===== src/hw/rtl/ddrp_pkg.sv =====
// Shared types, constants and helper functions of the differential drive ramp PWM block.
package ddrp_pkg;

	// request codes of the input item
	typedef enum logic [1:0] {
		REQ_DRIVE = 2'd0,
		REQ_TICK  = 2'd1,
		REQ_ESTOP = 2'd2
	} req_t;

	// register indexes of the configuration port
	localparam logic [1:0] REG_MAX_SPEED   = 2'd0;
	localparam logic [1:0] REG_ACCEL_STEP  = 2'd1;
	localparam logic [1:0] REG_INVERT_MASK = 2'd2;

	localparam int QUEUE_DEPTH = 2;

	localparam logic [6:0]  MAX_SPEED_RST   = 7'd100;
	localparam logic [14:0] ACCEL_STEP_RST  = 15'd256;
	localparam logic [3:0]  INVERT_MASK_RST = 4'd0;

	localparam logic [6:0] PCT_LIMIT = 7'd100;

	// ceil(2^30 / 25): p * 256 / 100 == (p * RECIP_100) >> 24 for p up to 10000
	localparam logic [25:0] RECIP_100   = 26'd42949673;
	localparam int          RECIP_SHIFT = 24;

	// queue entry: request kind and, for a drive command, the new targets
	typedef struct packed {
		req_t               kind;
		logic signed [15:0] tgt_l;
		logic signed [15:0] tgt_r;
	} item_t;

	typedef logic [11:0] duty_lut_t [0:127];

	// clamp a mixed or raw command to plus minus 100
	function automatic logic signed [7:0] clamp100_f(input logic signed [8:0] v);
		logic signed [7:0] r;
		if (v > 9'sd100) begin
			r = 8'sd100;
		end else if (v < -9'sd100) begin
			r = -8'sd100;
		end else begin
			r = v[7:0];
		end
		return r;
	endfunction

	// move cur toward tgt by at most step, never past it
	function automatic logic signed [15:0] slew_f(input logic signed [15:0] cur,
			input logic signed [15:0] tgt, input logic [14:0] step);
		logic signed [17:0] cur_x;
		logic signed [17:0] tgt_x;
		logic signed [17:0] up;
		logic signed [17:0] dn;
		logic signed [15:0] r;
		cur_x = $signed({{2{cur[15]}}, cur});
		tgt_x = $signed({{2{tgt[15]}}, tgt});
		up    = cur_x + $signed({3'b000, step});
		dn    = cur_x - $signed({3'b000, step});
		if (cur < tgt) begin
			r = (up > tgt_x) ? tgt : up[15:0];
		end else if (cur > tgt) begin
			r = (dn < tgt_x) ? tgt : dn[15:0];
		end else begin
			r = cur;
		end
		return r;
	endfunction

	// direction pin levels: high exactly when forward equals the invert bit
	function automatic logic [3:0] pins_f(input logic signed [15:0] cur_l,
			input logic signed [15:0] cur_r, input logic [3:0] inv);
		logic fwd_l;
		logic fwd_r;
		fwd_l = ~cur_l[15];
		fwd_r = ~cur_r[15];
		return {fwd_r ~^ inv[3], fwd_r ~^ inv[2], fwd_l ~^ inv[1], fwd_l ~^ inv[0]};
	endfunction

	// percent to duty, evaluated at elaboration; codes above 100 act as 100
	function automatic duty_lut_t duty_lut_f();
		duty_lut_t lut;
		int        p;
		for (int i = 0; i < 128; i++) begin
			p = (i > 100) ? 100 : i;
			lut[i] = (p == 0) ? 12'd0 : 12'((p - 1) * 2095 / 99 + 2000);
		end
		return lut;
	endfunction

	localparam duty_lut_t DUTY_LUT = duty_lut_f();

endpackage


===== src/hw/rtl/diff_drive_ramp_pwm.sv =====
// Top level of the differential drive mixer with slew-limited speeds and PWM duty output.
//
// The block takes one item per clock while req_stall is low: a drive command (sets
// left/right targets from the mixed and scaled x/y commands), an update tick (ramps each
// speed toward its target and returns duties and direction pins), or an emergency stop
// (zeroes targets and speeds and returns zero duty with the pins held). A tick or stop
// passes two front stages (mix, then the scale by max_speed/100 through a reciprocal
// multiply), the short queue, then the ramp step and the duty lookup in the back end,
// and presents one result. Drive commands return nothing. The front end and back end each
// stall on their own, so a waiting result does not block new items until both back
// stages, the queue and both front stages fill. Registers sit on an APB-style port:
// max_speed at 0x0, accel_step at 0x4, invert_mask at 0x8; change them only while no
// item is in flight.
module diff_drive_ramp_pwm #(
	parameter int QUEUE_DEPTH = ddrp_pkg::QUEUE_DEPTH
) (
	input  logic                clk,
	input  logic                arst_n,
	// item channel
	input  logic                req_valid,
	output logic                req_stall,
	input  logic [1:0]          req_type,
	input  logic signed [7:0]   x_cmd,
	input  logic signed [7:0]   y_cmd,
	// result channel
	output logic                res_valid,
	input  logic                res_stall,
	output logic [11:0]         left_duty,
	output logic [11:0]         right_duty,
	output logic [3:0]          pin_levels,
	// configuration port
	input  logic                psel,
	input  logic                penable,
	input  logic                pwrite,
	input  logic [3:0]          paddr,
	input  logic [31:0]         pwdata,
	output logic [31:0]         prdata,
	output logic                pready
);

	logic [6:0]       max_speed_q;
	logic [14:0]      accel_step_q;
	logic [3:0]       invert_mask_q;
	logic             cfg_wr;

	logic             q_push;
	logic             q_full;
	ddrp_pkg::item_t  q_push_item;
	logic             q_pop;
	logic             q_vld;
	ddrp_pkg::item_t  q_pop_item;

	// configuration registers; writes to an index past the list drop silently
	assign pready = 1'b1;
	assign cfg_wr = psel & penable & pwrite & pready;

	always_ff @(posedge clk or negedge arst_n) begin
		if (!arst_n) begin
			max_speed_q   <= ddrp_pkg::MAX_SPEED_RST;
			accel_step_q  <= ddrp_pkg::ACCEL_STEP_RST;
			invert_mask_q <= ddrp_pkg::INVERT_MASK_RST;
		end else if (cfg_wr) begin
			case (paddr[3:2])
				ddrp_pkg::REG_MAX_SPEED:   max_speed_q   <= pwdata[6:0];
				ddrp_pkg::REG_ACCEL_STEP:  accel_step_q  <= pwdata[14:0];
				ddrp_pkg::REG_INVERT_MASK: invert_mask_q <= pwdata[3:0];
				default:                   max_speed_q   <= max_speed_q;
			endcase
		end
	end

	always_comb begin
		case (paddr[3:2])
			ddrp_pkg::REG_MAX_SPEED:   prdata = {25'd0, max_speed_q};
			ddrp_pkg::REG_ACCEL_STEP:  prdata = {17'd0, accel_step_q};
			ddrp_pkg::REG_INVERT_MASK: prdata = {28'd0, invert_mask_q};
			default:                   prdata = 32'd0;
		endcase
	end

	// front: accept, classify, mix and scale
	ddrp_front u_front (
		.clk       (clk),
		.arst_n    (arst_n),
		.req_valid (req_valid),
		.req_stall (req_stall),
		.req_type  (req_type),
		.x_cmd     (x_cmd),
		.y_cmd     (y_cmd),
		.max_speed (max_speed_q),
		.push_vld  (q_push),
		.push_full (q_full),
		.push_item (q_push_item)
	);

	// decouple the two halves
	ddrp_queue #(
		.DEPTH (QUEUE_DEPTH)
	) u_queue (
		.clk       (clk),
		.arst_n    (arst_n),
		.push_vld  (q_push),
		.push_item (q_push_item),
		.full      (q_full),
		.pop       (q_pop),
		.pop_vld   (q_vld),
		.pop_item  (q_pop_item)
	);

	// back: hold state, ramp speeds, map to duty and pins
	ddrp_back u_back (
		.clk         (clk),
		.arst_n      (arst_n),
		.pop_vld     (q_vld),
		.pop_item    (q_pop_item),
		.pop         (q_pop),
		.accel_step  (accel_step_q),
		.invert_mask (invert_mask_q),
		.res_valid   (res_valid),
		.res_stall   (res_stall),
		.left_duty   (left_duty),
		.right_duty  (right_duty),
		.pin_levels  (pin_levels)
	);

`ifndef SYNTHESIS
	// the back end only takes an item the queue actually holds
	a_pop_has_item: assert property (@(posedge clk) disable iff (!arst_n)
		q_pop |-> q_vld)
		else $error("back end popped an empty queue");

	// a nonzero duty always starts at the dead-band floor
	a_left_duty_floor: assert property (@(posedge clk) disable iff (!arst_n)
		(res_valid && left_duty != 12'd0) |-> (left_duty >= 12'd2000))
		else $error("left duty below floor");

	a_right_duty_floor: assert property (@(posedge clk) disable iff (!arst_n)
		(res_valid && right_duty != 12'd0) |-> (right_duty >= 12'd2000))
		else $error("right duty below floor");
`endif

endmodule


===== src/hw/rtl/ddrp_front.sv =====
// Front end: accepts items, drops unused codes, mixes and scales drive commands into targets.
module ddrp_front (
	input  logic                clk,
	input  logic                arst_n,
	input  logic                req_valid,
	output logic                req_stall,
	input  logic [1:0]          req_type,
	input  logic signed [7:0]   x_cmd,
	input  logic signed [7:0]   y_cmd,
	input  logic [6:0]          max_speed,
	output logic                push_vld,
	input  logic                push_full,
	output ddrp_pkg::item_t     push_item
);

	logic                accept;
	logic                take;
	logic                s1_free;
	logic                s2_free;
	logic signed [7:0]   xc;
	logic signed [7:0]   yc;
	logic signed [7:0]   mix_l;
	logic signed [7:0]   mix_r;
	logic [6:0]          mag_l;
	logic [6:0]          mag_r;
	logic [6:0]          lim;
	logic [39:0]         full_l;
	logic [39:0]         full_r;
	logic [14:0]         q_l;
	logic [14:0]         q_r;

	logic                vld_s1;
	ddrp_pkg::req_t      kind_s1;
	logic                neg_l_s1;
	logic                neg_r_s1;
	logic [13:0]         prod_l_s1;
	logic [13:0]         prod_r_s1;

	logic                vld_s2;
	ddrp_pkg::item_t     item_s2;

	assign s2_free   = ~vld_s2 | ~push_full;
	assign s1_free   = ~vld_s1 | s2_free;
	assign req_stall = ~s1_free;
	assign accept    = req_valid & ~req_stall;
	// drop the unused request code here
	assign take      = accept & (req_type != 2'b11);

	always_comb begin
		xc    = ddrp_pkg::clamp100_f({x_cmd[7], x_cmd});
		yc    = ddrp_pkg::clamp100_f({y_cmd[7], y_cmd});
		mix_l = ddrp_pkg::clamp100_f({yc[7], yc} + {xc[7], xc});
		mix_r = ddrp_pkg::clamp100_f({yc[7], yc} - {xc[7], xc});
		mag_l = mix_l[7] ? 7'(-mix_l) : mix_l[6:0];
		mag_r = mix_r[7] ? 7'(-mix_r) : mix_r[6:0];
		lim   = (max_speed > ddrp_pkg::PCT_LIMIT) ? ddrp_pkg::PCT_LIMIT : max_speed;
	end

	always_ff @(posedge clk or negedge arst_n) begin
		if (!arst_n) begin
			vld_s1 <= 1'b0;
		end else if (s1_free) begin
			vld_s1 <= take;
		end
	end

	always_ff @(posedge clk) begin
		if (s1_free) begin
			kind_s1   <= ddrp_pkg::req_t'(req_type);
			neg_l_s1  <= mix_l[7];
			neg_r_s1  <= mix_r[7];
			prod_l_s1 <= 14'(mag_l * lim);
			prod_r_s1 <= 14'(mag_r * lim);
		end
	end

	// divide by 100 through the reciprocal
	always_comb begin
		full_l = 40'(prod_l_s1) * 40'(ddrp_pkg::RECIP_100);
		full_r = 40'(prod_r_s1) * 40'(ddrp_pkg::RECIP_100);
		q_l    = full_l[ddrp_pkg::RECIP_SHIFT +: 15];
		q_r    = full_r[ddrp_pkg::RECIP_SHIFT +: 15];
	end

	always_ff @(posedge clk or negedge arst_n) begin
		if (!arst_n) begin
			vld_s2 <= 1'b0;
		end else if (s2_free) begin
			vld_s2 <= vld_s1;
		end
	end

	always_ff @(posedge clk) begin
		if (s2_free) begin
			item_s2.kind  <= kind_s1;
			item_s2.tgt_l <= neg_l_s1 ? -$signed({1'b0, q_l}) : $signed({1'b0, q_l});
			item_s2.tgt_r <= neg_r_s1 ? -$signed({1'b0, q_r}) : $signed({1'b0, q_r});
		end
	end

	assign push_vld  = vld_s2;
	assign push_item = item_s2;

endmodule


===== src/hw/rtl/ddrp_queue.sv =====
// Short item queue between the front end and the back end.
module ddrp_queue #(
	parameter int DEPTH = ddrp_pkg::QUEUE_DEPTH
) (
	input  logic                clk,
	input  logic                arst_n,
	input  logic                push_vld,
	input  ddrp_pkg::item_t     push_item,
	output logic                full,
	input  logic                pop,
	output logic                pop_vld,
	output ddrp_pkg::item_t     pop_item
);

	localparam int AW = $clog2(DEPTH);
	localparam int CW = $clog2(DEPTH + 1);

	ddrp_pkg::item_t mem_q [DEPTH];
	logic [AW-1:0]   wr_ptr_q;
	logic [AW-1:0]   rd_ptr_q;
	logic [CW-1:0]   cnt_q;
	logic            do_push;
	logic            do_pop;

	assign full     = (cnt_q == CW'(DEPTH));
	assign pop_vld  = (cnt_q != '0);
	assign do_push  = push_vld & ~full;
	assign do_pop   = pop & pop_vld;
	assign pop_item = mem_q[rd_ptr_q];

	always_ff @(posedge clk) begin
		if (do_push) begin
			mem_q[wr_ptr_q] <= push_item;
		end
	end

	always_ff @(posedge clk or negedge arst_n) begin
		if (!arst_n) begin
			wr_ptr_q <= '0;
			rd_ptr_q <= '0;
			cnt_q    <= '0;
		end else begin
			if (do_push) begin
				wr_ptr_q <= (wr_ptr_q == AW'(DEPTH - 1)) ? '0 : wr_ptr_q + 1'b1;
			end
			if (do_pop) begin
				rd_ptr_q <= (rd_ptr_q == AW'(DEPTH - 1)) ? '0 : rd_ptr_q + 1'b1;
			end
			if (do_push && !do_pop) begin
				cnt_q <= cnt_q + 1'b1;
			end else if (!do_push && do_pop) begin
				cnt_q <= cnt_q - 1'b1;
			end
		end
	end

endmodule


===== src/hw/rtl/ddrp_back.sv =====
// Back end: holds targets and speeds, runs the slew step and drives duty and pin results.
module ddrp_back (
	input  logic                clk,
	input  logic                arst_n,
	input  logic                pop_vld,
	input  ddrp_pkg::item_t     pop_item,
	output logic                pop,
	input  logic [14:0]         accel_step,
	input  logic [3:0]          invert_mask,
	output logic                res_valid,
	input  logic                res_stall,
	output logic [11:0]         left_duty,
	output logic [11:0]         right_duty,
	output logic [3:0]          pin_levels
);

	logic signed [15:0] tgt_l_q;
	logic signed [15:0] tgt_r_q;
	logic signed [15:0] cur_l_q;
	logic signed [15:0] cur_r_q;
	logic [3:0]         pins_q;

	logic               vld_s1;
	logic signed [15:0] cur_l_s1;
	logic signed [15:0] cur_r_s1;
	logic [3:0]         pins_s1;

	logic               s1_free;
	logic               s2_free;
	logic               is_drive;
	logic               is_estop;
	logic signed [15:0] nxt_l;
	logic signed [15:0] nxt_r;
	logic [3:0]         nxt_pins;
	logic [15:0]        mag_l;
	logic [15:0]        mag_r;

	assign s2_free  = ~res_valid | ~res_stall;
	assign s1_free  = ~vld_s1 | s2_free;
	assign is_drive = (pop_item.kind == ddrp_pkg::REQ_DRIVE);
	assign is_estop = (pop_item.kind == ddrp_pkg::REQ_ESTOP);
	// a drive command only updates targets, so it never waits on the result side
	assign pop      = pop_vld & (is_drive | s1_free);

	always_comb begin
		nxt_l    = ddrp_pkg::slew_f(cur_l_q, tgt_l_q, accel_step);
		nxt_r    = ddrp_pkg::slew_f(cur_r_q, tgt_r_q, accel_step);
		nxt_pins = ddrp_pkg::pins_f(nxt_l, nxt_r, invert_mask);
	end

	always_ff @(posedge clk or negedge arst_n) begin
		if (!arst_n) begin
			tgt_l_q <= '0;
			tgt_r_q <= '0;
			cur_l_q <= '0;
			cur_r_q <= '0;
			pins_q  <= '0;
		end else if (pop) begin
			case (pop_item.kind)
				ddrp_pkg::REQ_DRIVE: begin
					tgt_l_q <= pop_item.tgt_l;
					tgt_r_q <= pop_item.tgt_r;
				end
				ddrp_pkg::REQ_TICK: begin
					cur_l_q <= nxt_l;
					cur_r_q <= nxt_r;
					pins_q  <= nxt_pins;
				end
				ddrp_pkg::REQ_ESTOP: begin
					tgt_l_q <= '0;
					tgt_r_q <= '0;
					cur_l_q <= '0;
					cur_r_q <= '0;
				end
				default: begin
					pins_q <= pins_q;
				end
			endcase
		end
	end

	always_ff @(posedge clk or negedge arst_n) begin
		if (!arst_n) begin
			vld_s1 <= 1'b0;
		end else if (s1_free) begin
			vld_s1 <= pop & ~is_drive;
		end
	end

	// a stop carries zero speeds, which map to zero duty, and the held pins
	always_ff @(posedge clk) begin
		if (s1_free) begin
			cur_l_s1 <= is_estop ? 16'sd0 : nxt_l;
			cur_r_s1 <= is_estop ? 16'sd0 : nxt_r;
			pins_s1  <= is_estop ? pins_q : nxt_pins;
		end
	end

	always_comb begin
		mag_l = cur_l_s1[15] ? 16'(-cur_l_s1) : cur_l_s1;
		mag_r = cur_r_s1[15] ? 16'(-cur_r_s1) : cur_r_s1;
	end

	always_ff @(posedge clk or negedge arst_n) begin
		if (!arst_n) begin
			res_valid <= 1'b0;
		end else if (s2_free) begin
			res_valid <= vld_s1;
		end
	end

	always_ff @(posedge clk) begin
		if (s2_free) begin
			left_duty  <= ddrp_pkg::DUTY_LUT[mag_l[14:8]];
			right_duty <= ddrp_pkg::DUTY_LUT[mag_r[14:8]];
			pin_levels <= pins_s1;
		end
	end

endmodule

===== config.mk =====
export PLATFORM = sky130hd
export DESIGN_NAME = diff_drive_ramp_pwm
export DESIGN_NICKNAME = d
export VERILOG_FILES = /design/src/hw/rtl/ddrp_pkg.sv /design/src/hw/rtl/diff_drive_ramp_pwm.sv /design/src/hw/rtl/ddrp_front.sv /design/src/hw/rtl/ddrp_queue.sv /design/src/hw/rtl/ddrp_back.sv
export SDC_FILE = /design/constraint.sdc
export NUM_CORES = 2
export LEC_CHECK = 0
export BUFFER_PORTS_ARGS = -buffer_cell sky130_fd_sc_hd__buf_4
export CORE_AREA = 2 2 309 311
export CTS_CLUSTER_DIAMETER = 50
export CTS_CLUSTER_SIZE = 20
export DETAILED_ROUTE_END_ITERATION = 10
export DIE_AREA = 0 0 311 313
export SLEW_MARGIN = 20
export SYNTH_ARGS = -nofsm -noshare
export SYNTH_HDL_FRONTEND = slang
export SYNTH_HIERARCHICAL = 1
export SYNTH_SLANG_ARGS = --single-unit

===== constraint.sdc =====
create_clock -name clk -period 6.2 [get_ports clk]
set_input_delay 1.24 -clock clk [delete_from_list [all_inputs] [get_ports clk]]
set_output_delay 1.24 -clock clk [all_outputs]
set_load 0.1 [all_outputs]

==> out/metrics.cfg <==
[place]
dp_hpwl_um = 82900
globalplace.congestion = 0.919
portBuffers = 86

[routing]
vias = 31183
wl_um = 104000
routed_via_density = 5.40
drtIter0Drc = 2448
ant_nets = 0
drc = 0
dr.pass1.iters = 7
wl_per_cell_um = 18.1

[global_route]
global_route.usage.met2_pct = 35.6
gr-total-overflow = 0
grt_pass1_wl_um = 167000
met3_usage_pct = 2.54
track_usage_pct = 21.3
grt_util_met1_pct = 29.2
grt_max_degree = 59
busiest_layer = met2
antenna_found_initial = 0
grt_pass1_vias = 30808

[yosys]
synth_edf_count = 198
netlist_instances = 3997
synthAdderAreaFrac_pct = 31.9
yosys.area_share.simple_pct = 13.2
synthFlopType = edfxtp_1
yosys_register_bits = 300
synthMuxAreaShare_pct = 4.57
synth-xor-area-share_pct = 4.10
synth_top_family_by_area = adder cells
ys_seq_area_share_pct = 22.7
synth_compound_area_share_pct = 16.5
synth.avg_cell_area_um2 = 9.36
syn_area_um2 = 37400
ys_async_sr_fraction_pct = 34.0
synth.distinct_cells = 123
yosysWarnings = 6

[worst_setup_path]
end_kind = flop
required_ns = 6.52
cpPeakStageDelay_ns = 0.50
worst-endpoint-arrival_ns = 8.52
crit_fanout = 3
slowest_stage = fa_1
criticalPathCategory = primary input to flop
startpoint_type = primary input

[clock_tree]
cts_sinks = 300
cts_hold_buf = 0
cts_max_level = 2
cts_root_buffer = clkbuf_16
clkTransAtPathRegs_ns = 0.08
cts_tree = yes
clockBufferDepth = 3
clk_latency_ns = 0.59
numCtsBuffers = 38

[hold_path]
hold_path_class = flop to flop

[timing]
maxSlewViolCount = 0
maxClockFrequency_ghz = 0.122
setup_viol = 35
slew_headroom_pct = 21.5
fin_ws_ns = -2.00
setup_tns_ns = -29.37
finalClockSkew_ns = 0.0255
tightest_slew_ns = 1.17
post-route-min-period_ns = 8.20
post-route-period-util_pct = 132
rsz0062_at_grt = true
finalHoldViolCount = 0

[final_layout]
area_growth_pct = 21.7
final_util_pct = 48.3
mostFrequentLayoutCells = 565 x buf_4, 512 x ha_1, 454 x inv_1
drive_gt1_share_pct = 23.0
final_common_cell = buf_4
fillCellCount = 8835
fin_nets = 5337

[run_status]
violations = setup timing
status = complete, but fails checks

[die]
die_w_um = 311
rows = 113
num_io_pins = 124
start_util_pct = 39.7
die_area_um2 = 97300
die_y_um = 313
core_um2 = 94200

[job]
cap_violations = 0

==> kinds of logic after synthesis <==
kind of cell	count (synthesis)
mux	144
buf+inv	641
simple gates	1019
flops	300
compound gates	916
fa+ha+maj	804
other cells	2
xor+xnor	171
==> routing by layer <==
metal  wire length [um]  vias up
li1                   -    15130
met1              47500    15086
met2              49400      808
met3               4770      159
met4               2600        0
met5                  0        -
==> synthesized netlist by cell type, types with 15 or more instances <==
master | count | area [um^2]
edfxtp_1 | 198 | 5950
o21ai_1 | 25 | 125
a21oi_1 | 208 | 1040
or2_2 | 21 | 131
nor2b_1 | 38 | 238
mux2i_1 | 54 | 541
and3_1 | 24 | 150
inv_1 | 468 | 1760
o31ai_1 | 31 | 233
fa_1 | 252 | 5040
ha_1 | 550 | 6880
nand2_1 | 275 | 1030
xnor2_1 | 128 | 1120
nand2b_1 | 45 | 282
mux2_4 | 29 | 435
buf_4 | 21 | 158
o211ai_1 | 29 | 218
a31oi_1 | 48 | 300
o21ai_0 | 197 | 986
nand4_1 | 36 | 225
o221ai_1 | 17 | 149
mux2_2 | 57 | 642
nor4_1 | 15 | 93.8
nand3_1 | 61 | 305
o22ai_1 | 27 | 169
o21a_1 | 30 | 225
a21o_1 | 46 | 345
o21bai_1 | 25 | 188
nor2_1 | 292 | 1100
xor2_1 | 38 | 333
nor3_1 | 89 | 445
or3_1 | 25 | 156
clkbuf_1 | 119 | 447
and2_1 | 32 | 200
a211oi_1 | 37 | 278
dfrtp_1 | 98 | 2450
==> what timing repair did <==
action,in CTS,in global routing
setup buffers,36,22
gates resized for setup,133,112
pin swaps,92,77
endpoints found under the setup margin,47,48
==> worst paths after layout <==
kind / from / endpoint / slack, ns / cells after the start
setup / recovery: y_cmd[3] / u_front/prod_r_s1[13] / -2.00 / 33
hold / removal: u_front/kind_s1[0] / u_front/push_item[32] / 0.41 / 0
setup reg to reg: u_front/prod_r_s1[7] / u_front/push_item[15] / -0.26 / 21
hold reg to reg: u_front/kind_s1[0] / u_front/push_item[32] / 0.41 / 0
max in group asynchronous: arst_n / u_queue/rd_ptr_q / 4.21 / 2
min in group asynchronous: arst_n / u_back/cur_r_q[12] / 0.69 / 1
==> layout make-up <==
class,instances,area [um^2],area share [%]
multi-input cells,3072,27800,61.1
inverters,473,1780,3.90
clock inverters,26,348,0.764
well taps,1265,1580,3.48
repair buffers,589,4510,9.91
clock buffers,44,983,2.16
flip-flops and latches,300,8500,18.7
diodes,1,2.50,0.00550
==> sequential cells by signal, indices dropped and copies added, names as in the netlist, 7 cells and up <==
register           flops
u_front/prod_r_s1     14
u_queue/mem_q         68
u_front/prod_l_s1     14
u_back/right_duty     12
u_front/push_item     34
u_back/cur_l_q        16
u_back/cur_l_s1       16
u_back/tgt_r_q        16
accel_step_q          15
u_back/cur_r_q        16
u_back/left_duty      12
u_back/cur_r_s1       16
u_back/tgt_l_q        16
max_speed_q            7
==> metrics by stage <==
stage	instances	hold slack [ns]	cell area, um^2	setup WS [ns]
2_1_floorplan	4013	0.400	37700	-2.52
3_3_place_gp	5643	0.404	42500	-2.67
3_5_place_dp	5643	0.407	42500	-2.77
4_1_cts	5747	0.414	44800	-1.98
5_1_grt	5769	0.411	45500	-2.32
6_report	5770	0.409	45500	-2.00
==> critical path: cells and delay by family <==
| family | cells | cell delay, ns |
|---|---|---|
| adders and majority gates | 8 | 2.85 |
| xor gates and xnor gates | 1 | 0.13 |
| and+or+nand+nor | 7 | 1.67 |
| buffers and inverters | 4 | 0.24 |
| AOI/OAI and AO/OA | 13 | 2.37 |
Power is left out: the tool's default activity adds up to more than one toggle a clock period on the data nets, which glitch-free logic cannot reach.
